### src/rtl/weighted_moving_average_filter_macros.svh
// Assertion macros shared by the weighted moving average filter RTL.
// Depends on nothing; included by the modules that carry assertions.
`ifndef WEIGHTED_MOVING_AVERAGE_FILTER_MACROS_SVH
`define WEIGHTED_MOVING_AVERAGE_FILTER_MACROS_SVH

// The consequent must hold in the same cycle as the antecedent.
`define WMA_ASSERT_NOW(label, clk, rst, ante, cons) \
  label: assert property (@(posedge clk) disable iff (rst) (ante) |-> (cons)) \
    else $error("same-cycle check failed");

// The consequent must hold in the cycle after the antecedent.
`define WMA_ASSERT_NEXT(label, clk, rst, ante, cons) \
  label: assert property (@(posedge clk) disable iff (rst) (ante) |=> (cons)) \
    else $error("next-cycle check failed");

`endif

### src/rtl/wma_pkg.sv
// Shared types and constants of the weighted moving average filter.
// Depends on nothing; used by wma_div and weighted_moving_average_filter.
package wma_pkg;

  // Fixed field widths of the stream beats.
  localparam int SAMPLE_W = 32;
  localparam int HELD_W   = 4;
  localparam int OUT_W    = 40;

  // Codes carried in the mode flag of an input beat.
  localparam logic MODE_SAMPLE = 1'b0;
  localparam logic MODE_CLEAR  = 1'b1;

  // Sequencer states of the top level.
  typedef enum logic [2:0] {
    ST_IDLE,
    ST_WALK,
    ST_FOLD,
    ST_START,
    ST_DIVIDE,
    ST_DELIVER
  } wma_state_t;

  // Status reported by the serial divider.
  typedef struct packed {
    logic busy;
    logic done;
  } wma_div_st_t;

endpackage

### src/rtl/wma_div.sv
// Bit-serial signed divider: one quotient bit per cycle, truncating toward zero.
// Depends on wma_pkg; instantiated by weighted_moving_average_filter.
module wma_div
  import wma_pkg::*;
#(
  parameter int DIVIDEND_W = 38,
  parameter int DIVISOR_W  = 6
) (
  input  logic                  clk,
  input  logic                  rst,
  input  logic                  start,
  input  logic [DIVIDEND_W-1:0] dividend,  // signed two's complement
  input  logic [DIVISOR_W-1:0]  divisor,   // unsigned, nonzero, held during the run
  output wma_div_st_t           st,
  output logic [SAMPLE_W-1:0]   quotient
);

  localparam int MAG_W = DIVIDEND_W - 1;
  localparam int CNT_W = $clog2(MAG_W);

  logic [MAG_W-1:0]     mag;
  logic [DIVISOR_W-1:0] rem;
  logic [CNT_W-1:0]     cnt;
  logic                 neg;
  logic                 busy;
  logic                 fix;
  logic                 done;

  logic [DIVISOR_W:0]   trial;
  logic                 fits;
  logic [DIVISOR_W:0]   diff;
  logic [DIVIDEND_W-1:0] abs_val;

  // One restoring step: bring down the next dividend bit and try the divisor.
  always_comb begin
    trial   = {rem, mag[MAG_W-1]};
    fits    = trial >= {1'b0, divisor};
    diff    = trial - {1'b0, divisor};
    abs_val = dividend[DIVIDEND_W-1] ? (~dividend + 1'b1) : dividend;
  end

  // Control: run MAG_W steps, then a fix state restores the sign.
  always_ff @(posedge clk) begin
    if (rst) begin
      busy <= 1'b0;
      fix  <= 1'b0;
      done <= 1'b0;
      cnt  <= '0;
    end else begin
      done <= 1'b0;
      if (start) begin
        busy <= 1'b1;
        cnt  <= '0;
      end else if (busy) begin
        cnt <= cnt + 1'b1;
        if (cnt == CNT_W'(MAG_W - 1)) begin
          busy <= 1'b0;
          fix  <= 1'b1;
        end
      end else if (fix) begin
        fix  <= 1'b0;
        done <= 1'b1;
      end
    end
  end

  // Datapath: the magnitude register shifts left and fills with quotient bits.
  always_ff @(posedge clk) begin
    if (start) begin
      neg <= dividend[DIVIDEND_W-1];
      mag <= abs_val[MAG_W-1:0];
      rem <= '0;
    end else if (busy) begin
      mag <= {mag[MAG_W-2:0], fits};
      rem <= fits ? diff[DIVISOR_W-1:0] : trial[DIVISOR_W-1:0];
    end else if (fix) begin
      quotient <= neg ? (~mag[SAMPLE_W-1:0] + 1'b1) : mag[SAMPLE_W-1:0];
    end
  end

  assign st.busy = busy | fix;
  assign st.done = done;

endmodule

### src/rtl/weighted_moving_average_filter.sv
// Linear weighted moving average over the last WINDOW signed 32-bit samples.
// A sample beat is written into a register ring, then the ring is walked
// newest to oldest, one entry per cycle, keeping a running sum and adding it
// into the weighted sum, so the newest sample gets weight n and the oldest 1.
// The weighted sum is then divided by n(n+1)/2 in a bit-serial divider that
// produces one quotient bit per cycle; the quotient truncates toward zero.
// From acceptance a sample beat passes through the walk, a fold step, the
// divider start, the serial division and its sign fix, and the output load;
// here n is the number of samples held.
// A beat whose tuser is high clears the window and gives no result.
// The next beat is taken while a finished result still waits on the output.
module weighted_moving_average_filter
  import wma_pkg::*;
#(
  parameter int WINDOW = 10
) (
  input  logic                clk,
  input  logic                rst,
  input  logic                s_axis_tvalid,
  output logic                s_axis_tready,
  input  logic [SAMPLE_W-1:0] s_axis_tdata,   // [31:0] sample
  input  logic                s_axis_tuser,   // [0] mode
  output logic                m_axis_tvalid,
  input  logic                m_axis_tready,
  output logic [OUT_W-1:0]    m_axis_tdata    // [31:0] smoothed, [35:32] samples_held
);

`include "weighted_moving_average_filter_macros.svh"

  localparam int IDX_W   = (WINDOW > 1) ? $clog2(WINDOW) : 1;
  localparam int CNT_W   = $clog2(WINDOW + 1);
  localparam int DIV_MAX = WINDOW * (WINDOW + 1) / 2;
  localparam int DIV_W   = $clog2(DIV_MAX + 1);
  localparam int ACC_W   = SAMPLE_W + DIV_W;

  wma_state_t state, state_next;

  logic [SAMPLE_W-1:0] ring [WINDOW];
  logic [IDX_W-1:0]    wpos;
  logic [IDX_W-1:0]    rd;
  logic [CNT_W-1:0]    fill;
  logic [CNT_W-1:0]    step;
  logic [DIV_W-1:0]    dsum;
  logic [ACC_W-1:0]    run;
  logic [ACC_W-1:0]    acc;

  logic                accept;
  logic                take_sample;
  logic                last_step;
  logic                div_start;
  logic                load_out;
  logic [ACC_W-1:0]    rd_ext;
  logic [SAMPLE_W-1:0] rd_val;

  wma_div_st_t         div_st;
  logic [SAMPLE_W-1:0] quotient;

  logic                out_valid;
  logic [SAMPLE_W-1:0] out_smoothed;
  logic [HELD_W-1:0]   out_held;

  assign accept      = s_axis_tvalid & s_axis_tready;
  assign take_sample = accept & (s_axis_tuser == MODE_SAMPLE);
  assign last_step   = (step + CNT_W'(1)) == fill;
  assign rd_val      = ring[rd];
  assign rd_ext      = {{(ACC_W - SAMPLE_W){rd_val[SAMPLE_W-1]}}, rd_val};

  // State register.
  always_ff @(posedge clk) begin
    if (rst) begin
      state <= ST_IDLE;
    end else begin
      state <= state_next;
    end
  end

  // Next state and sequencer outputs.
  always_comb begin
    state_next    = state;
    s_axis_tready = 1'b0;
    div_start     = 1'b0;
    load_out      = 1'b0;
    case (state)
      ST_IDLE: begin
        s_axis_tready = 1'b1;
        if (take_sample) begin
          state_next = ST_WALK;
        end
      end
      ST_WALK: begin
        if (last_step) begin
          state_next = ST_FOLD;
        end
      end
      ST_FOLD: begin
        state_next = ST_START;
      end
      ST_START: begin
        div_start  = 1'b1;
        state_next = ST_DIVIDE;
      end
      ST_DIVIDE: begin
        if (div_st.done) begin
          state_next = ST_DELIVER;
        end
      end
      ST_DELIVER: begin
        if (!out_valid || m_axis_tready) begin
          load_out   = 1'b1;
          state_next = ST_IDLE;
        end
      end
      default: begin
        state_next = ST_IDLE;
      end
    endcase
  end

  // Ring write position and fill count; a clear beat empties the window.
  always_ff @(posedge clk) begin
    if (rst) begin
      wpos <= '0;
      fill <= '0;
    end else if (accept) begin
      if (s_axis_tuser == MODE_CLEAR) begin
        wpos <= '0;
        fill <= '0;
      end else begin
        wpos <= (wpos == IDX_W'(WINDOW - 1)) ? '0 : wpos + 1'b1;
        if (fill != CNT_W'(WINDOW)) begin
          fill <= fill + 1'b1;
        end
      end
    end
  end

  // Sample ring; entries past the fill count are never read.
  always_ff @(posedge clk) begin
    if (take_sample) begin
      ring[wpos] <= s_axis_tdata;
    end
  end

  // Walk newest to oldest: the weighted sum adds the running sum each step.
  always_ff @(posedge clk) begin
    if (take_sample) begin
      rd   <= wpos;
      step <= '0;
      run  <= '0;
      acc  <= '0;
      dsum <= '0;
    end else if (state == ST_WALK) begin
      rd   <= (rd == '0) ? IDX_W'(WINDOW - 1) : rd - 1'b1;
      step <= step + 1'b1;
      run  <= run + rd_ext;
      acc  <= acc + run;
      dsum <= dsum + DIV_W'(step) + DIV_W'(1);
    end else if (state == ST_FOLD) begin
      acc <= acc + run;
    end
  end

  wma_div #(
    .DIVIDEND_W (ACC_W),
    .DIVISOR_W  (DIV_W)
  ) u_div (
    .clk      (clk),
    .rst      (rst),
    .start    (div_start),
    .dividend (acc),
    .divisor  (dsum),
    .st       (div_st),
    .quotient (quotient)
  );

  // Output register; it frees the input side while a beat waits downstream.
  always_ff @(posedge clk) begin
    if (rst) begin
      out_valid <= 1'b0;
    end else if (load_out) begin
      out_valid <= 1'b1;
    end else if (m_axis_tready) begin
      out_valid <= 1'b0;
    end
  end

  always_ff @(posedge clk) begin
    if (load_out) begin
      out_smoothed <= quotient;
      out_held     <= HELD_W'(fill);
    end
  end

  assign m_axis_tvalid = out_valid;
  assign m_axis_tdata  = {{(OUT_W - SAMPLE_W - HELD_W){1'b0}}, out_held, out_smoothed};

  // Checks on the sequencer and the divider hand-off.
  `WMA_ASSERT_NOW(fill_bounded, clk, rst, 1'b1, fill <= CNT_W'(WINDOW))
  `WMA_ASSERT_NOW(walk_in_window, clk, rst, state == ST_WALK, step < fill)
  `WMA_ASSERT_NOW(div_owned, clk, rst, div_st.busy || div_st.done, state == ST_DIVIDE)
  `WMA_ASSERT_NEXT(sample_starts_walk, clk, rst, take_sample, state == ST_WALK)
  `WMA_ASSERT_NEXT(load_sets_valid, clk, rst, load_out, m_axis_tvalid)

endmodule
### config.mk
export PLATFORM = sky130hd
export DESIGN_NAME = weighted_moving_average_filter
export DESIGN_NICKNAME = d
export VERILOG_FILES = /design/src/rtl/wma_pkg.sv /design/src/rtl/wma_div.sv /design/src/rtl/weighted_moving_average_filter.sv
export VERILOG_INCLUDE_DIRS = /design/src /design/src/rtl
export SDC_FILE = /design/constraint.sdc
export NUM_CORES = 1
export LEC_CHECK = 0
export ABC_AREA = 1
export BUFFER_PORTS_ARGS = -buffer_cell sky130_fd_sc_hd__buf_2
export CAP_MARGIN = 20
export CORE_AREA = 2 2 277 279
export CTS_BUF_LIST = sky130_fd_sc_hd__clkbuf_4 sky130_fd_sc_hd__clkbuf_8
export DETAILED_ROUTE_END_ITERATION = 10
export DIE_AREA = 0 0 279 281
export PLACE_DENSITY_LB_ADDON = 0.08
export SETUP_SLACK_MARGIN = 0.02
export SLEW_MARGIN = 30
export SYNTH_ARGS = -nofsm -noshare
export SYNTH_HDL_FRONTEND = slang
export SYNTH_HIERARCHICAL = 1
export SYNTH_SLANG_ARGS = --single-unit
### constraint.sdc
create_clock -name clk -period 4.9 [get_ports clk]
set_clock_uncertainty 0.1 [all_clocks]
set_input_delay 0.49 -clock clk [delete_from_list [all_inputs] [get_ports clk]]
set_output_delay 0.49 -clock clk [all_outputs]
set_load 0.02 [all_outputs]
### Word-level counts from Yosys, hierarchy flattened

Memory sizes are Yosys's and may differ from the RTL's. A register that Yosys moved wholly into a read port is not among the register bits.
Cells that the tools add are included.

| storage, ports and cells | value |
|---|---|
| output and inout bits | 42 |
| input port bits | 37 |
| memories | 1 |
| register bits | 223 |
| logic and storage cells | 103 |
| RAM bits | 320 |

| operators by class | value |
|---|---|
| multiplexer cells | 34 |
| add/sub/neg operators | 12 |
| order comparisons | 1 |
| bitwise gates (word level) | 7 |
| equality and inequality tests | 14 |
| reduce and logical (&&, ||, !) cells | 15 |

Memory list:

| name | words | width | rd ports | clocked after memory_dff | write ports | RTL line | RTL |
|---|---|---|---|---|---|---|---|
| ring | 10 | 32 | 1 | 1 | 1 | weighted_moving_average_filter.sv:38 | `logic [SAMPLE_W-1:0] ring [WINDOW];` |

Operators by type and width:

| kind | count |
|---|---|
| 37-bit 2-to-1 mux | 3 |
| 38-bit adder | 2 |
| 38-bit 2-to-1 mux | 2 |
| 37-bit by 1-bit adder with 37-bit output, second input constant | 1 |
| 37-bit NOT | 1 |
| 32-bit by 1-bit adder with 32-bit output, second input constant | 1 |
| 32-bit 2-to-1 mux | 1 |
| 4-bit 2-to-1 mux | 8 |
| 32-bit NOT | 1 |
| 3-bit one-hot mux with 6 select lines | 1 |
| 1-bit 2-to-1 mux | 14 |
| 4-bit by 1-bit adder with 4-bit output, second input constant | 3 |
| 6-bit by 1-bit adder with 6-bit output, second input constant | 2 |
| 3-bit 2-to-1 mux | 4 |
| 2-bit nonzero test | 5 |
| 2-bit != test, second input constant | 4 |
| 7-bit by 6-bit >= comparator with 1-bit output | 1 |
| 6-bit by 4-bit adder with 6-bit output | 1 |
| 3-bit by 2-bit == test with 1-bit output, second input constant | 2 |
| 3-bit == test, second input constant | 2 |
| 6-bit == test, second input constant | 1 |
| 6-bit 2-to-1 mux | 1 |
| 6-bit subtractor | 1 |
| 4-bit == test | 1 |
| 16 further kinds | 20 |

### Logic depth before layout (Yosys ltp)

| depth | value |
|---|---|
| depth in word-level cells | 6 |
| mapped depth | 24 |
| gate-level depth less buffers | 21 |

### Hierarchy

The synthesis kept the hierarchy.

Modules (own cells, without submodules):

| module | sequential area each (µm²) | cells an instance | instances | area each (µm²) |
|---|---|---|---|---|
| weighted_moving_average_filter | 12852.3 | 2507 | 1 | 22908.2 |
| wma_div | 2402.3 | 708 | 1 | 5514.0 |

### Worst setup path before layout

Ideal clock, no wire load.

| path | value |
|---|---|
| kind | register to register |
| start point | register state[2] |
| end point | memory ring[3][0] (enable) |
| stages on the path, launching flop included | 9 |
| data required time | 4.339 ns |
| arrival | 3.658 ns |
| setup time | 0.461 ns |
| slack | 0.681 ns |
| period minus slack after synthesis | 4.219 ns |
| cells stage by stage | dfxtp_1 > nor3_4 > nand2_2 > nor2_4 > inv_2 > buf_6 > buf_6 > buf_2 > nor3_1 |

| between the ends | value |
|---|---|
| cells in the longest elaborated chain, start to end | 6 |

RTL lines:

| element | RTL line | RTL |
|---|---|---|
| start: declaration | weighted_moving_average_filter.sv:36 | `wma_state_t state, state_next;` |
| start signal: assignment | weighted_moving_average_filter.sv:73 | `state <= state_next;` |
| 3-bit zero test | weighted_moving_average_filter.sv:83 | `case (state)` |
| 1-bit 2-to-1 mux | weighted_moving_average_filter.sv:83 |  |
| named net s_axis_tready | weighted_moving_average_filter.sv:20 | `output logic s_axis_tready,` |
| 1-bit bitwise AND | weighted_moving_average_filter.sv:62 | `assign accept = s_axis_tvalid & s_axis_tready;` |
| 1-bit bitwise AND | weighted_moving_average_filter.sv:63 | `assign take_sample = accept & (s_axis_tuser == MODE_SAMPLE);` |
| 1-bit 2-to-1 mux | weighted_moving_average_filter.sv:139 | `if (take_sample) begin` |
| 1-bit 2-to-1 mux (implied by the code) | weighted_moving_average_filter.sv:140 | `ring[wpos] <= s_axis_tdata;` |
| end: declaration | weighted_moving_average_filter.sv:38 |  |

The timed path passes the listed nets, and every way through them passes these cells.

==> impl_metrics.tcl <==
set metrics [dict create \
    seq_power_share_pct 28.5 \
    worstHoldPathType "primary input to register" \
    final_min_period_over_clock_period_pct 77.84 \
    vias_in_the_first_global_route 22145 \
    detail_route.wirelength_um 79040 \
    max_stage_delay_on_crit_path_ns 0.51 \
    worstMarginPinSlew_ns 0.8736 \
    netSwitchingFraction_pct 46.42 \
    htreeDepth 3 \
    die_footprint_um2 78400 \
    outcome "complete, no violations" \
    drt.antenna.violating_nets 0 \
    grt_max_degree 105 \
    dp_worst_setup_slack_ns 1.041 \
    finalSetupViolations 0 \
    io_buffers 74 \
    power.ir.vdd_worst_uv 242.6 \
    crit_chain "clkinv_1 > buf_4 > o211ai_1 > o21ai_0 > ha_1 > nand2_1 > nor2_1 > nand3_1 > nand3b_1 > nand2_1 > nand2_1 > nand2_1 > nand3_1 > nand3_1 > nand2_1 > inv_1" \
    leak_pwr_nw 13.20 \
    place_area_um2 29980 \
    cts.path.max_buffers 3 \
    max_fclk_mhz 262.2 \
    worst_slew_margin_rel_pct 41.76 \
    intPower_mw 11.55 \
    grt_overflow_total 0 \
    post-route-worst-setup-slack_ns 1.086 \
    setup_repair_after_global_routing_missed_its_margin "false" \
    critPathKind "register to register" \
    grt_first_pass_wirelength_um 123800 \
    clockPowerShare_pct 20.5 \
    clock_sinks 547 \
    post_synth_instance_area_um2 28420 \
    rows 101 \
    fp.dieW_um 279 \
    fin_cells 4414 \
    remaining_drc_errors 0 \
    crit_path_max_fanout 14 \
    setup_tns_ns 0 \
    n_fill_cell 7537 \
    worst_setup_hold_path_clk_slew_ns 0.06 \
    clock_tree_from_tritoncts "done" \
    hpwl_um 55700 \
    cell_at_the_root_of_the_clock_tree "sky130_fd_sc_hd__clkbuf_8" \
    detailedRoute.firstPassIterationCount 5 \
    drt_first_iter_violations 1256 \
    synth_area_per_inst_um2 8.842 \
    weighted_congestion_reported_at_the_end_of_routability_driven_placement 0.8636 \
    area_growth_pct 13.91 \
    crit_required_ns 5.42 \
    antenna_found_initial 2 \
    drt-wirelength-per-cell_um 17.91 \
    crit_path_end_kind "register" \
    p_sw_mw 10.01 \
    numCtsBuffers 99 \
    crit_path_start_kind "register" \
    powerDensity_nw_per_um2 666.0 \
    syn_inst 3214 \
    drive_above_1_share_pct 9.901 \
    dr_total_vias 22037 \
    dpl.cell_count 4195 \
    crit_arrival_ns 4.34 \
    finalInstanceArea_um2 32370 \
    design_power_total_mw 21.56 \
    core_ar_um2 75440 \
    clock_latency_ns 0.74 \
    comb_power_share_pct 51.1 \
    design.final.nets 3486 \
    routed_via_density 4.993 \
    finalHoldViolCount 0 \
    worst_path_max_delay_cell "sky130_fd_sc_hd__clkinv_1" \
    starting_density_pct 37.67 \
    timing.max_cap.violations 0 \
    final-max-slew-violation-count 0 \
    synthesis.yosys.warnings 6 \
    top_level_ports 79 \
    die_height_um 281 \
    post-route-min-period_ns 3.814 \
    crit_path_frequent_cell "sky130_fd_sc_hd__nand2_1" \
    grt_util_all_layers_pct 20.25 \
]
[sequential cells by signal, summed over array words and instances, names as in the netlist, named ones only]
name	count
u_div/busy	1
step	4
m_axis_tvalid	1
u_div/cnt	6
fill	4
acc	38
run	38
dsum	6
u_div/quotient	32
u_div/done	1
ring	320
wpos	4
u_div/mag	37
u_div/fix	1
u_div/rem	6
out_held	4
rd	4
u_div/neg	1
out_smoothed	32
state	3
[per-stage QoR]
step	utilization [%]	hold WS, ns
floorplan	-	0.3003
global placement	39.67	0.3018
detailed placement	39.74	0.3045
CTS	42.89	0.004943
global route	42.91	0.06942
finish	42.91	0.07335
[power by group through the flow]
stage | sequential, mW | clock, mW | combinational, mW
after detailed placement | 6.24 | 0 | 11.1
final | 6.14 | 4.41 | 11.0
after global placement | 6.23 | 0 | 11.0
after global routing | 6.23 | 4.76 | 12.5
after floorplan | 5.93 | 0 | 8.10
after CTS | 6.14 | 4.58 | 11.1
[worst paths after layout]
path	start	to	slack (ns)	cells after the start
hold / removal	s_axis_tvalid	wpos[0]	0.07	4
setup / recovery	register	run[25]	1.09	16
setup reg to reg	register	run[25]	1.09	16
hold reg to reg	u_div/quotient[15]	out_smoothed[15]	0.31	0
[cell usage in the layout, fill, tap and decap left out, drive strengths merged, types with 91 or more instances in the layout]
cell    count
nand2     656
edfxtp    430
nor2      411
inv       407
o21ai     324
nand3     187
a21oi     157
clkbuf    128
dfxtp     117
buf       111
ha         91
[timing repair]
| item | in CTS | in global routing |
|---|---|---|
| setup endpoints to repair | 0 | 0 |
| resized for setup | 0 | 0 |
| hold buffers | 35 | 0 |
| hold endpoints to repair | 325 | 0 |
| buffers inserted | 0 | 0 |
[worst max-delay path, delay by kind of cell, from the launching register on]
family | cells | cell delay (ns)
DFF | 1 | 0.35
adders and majority gates | 1 | 0.41
and+or+nand+nor | 10 | 1.52
AOI/OAI and AO/OA | 2 | 0.35
buffers and inverters | 3 | 1.00
[routing by layer]
metal | global-route usage, % | vias to the layer above | share of wire, %
li1 | - | 11183 | -
met1 | 24.63 | 10314 | 44
met2 | 36.52 | 378 | 50
met3 | 2.619 | 160 | 2.9
met4 | 7.527 | 2 | 3.3
met5 | 0 | - | 0.014
[cell type report]
cell class	count	area [µm²]	share of cell area, %
well taps	978	1224	3.780
clock buffers	128	1580	4.882
inverters	404	1519	4.692
diodes	2	5.005	0.01546
repair buffers	146	1092	3.374
clock inverters	53	441.7	1.364
multi-input cells	2156	11250	34.75
flip-flops and latches	547	15260	47.14
Note: power is estimated with default switching activity, not from simulation.
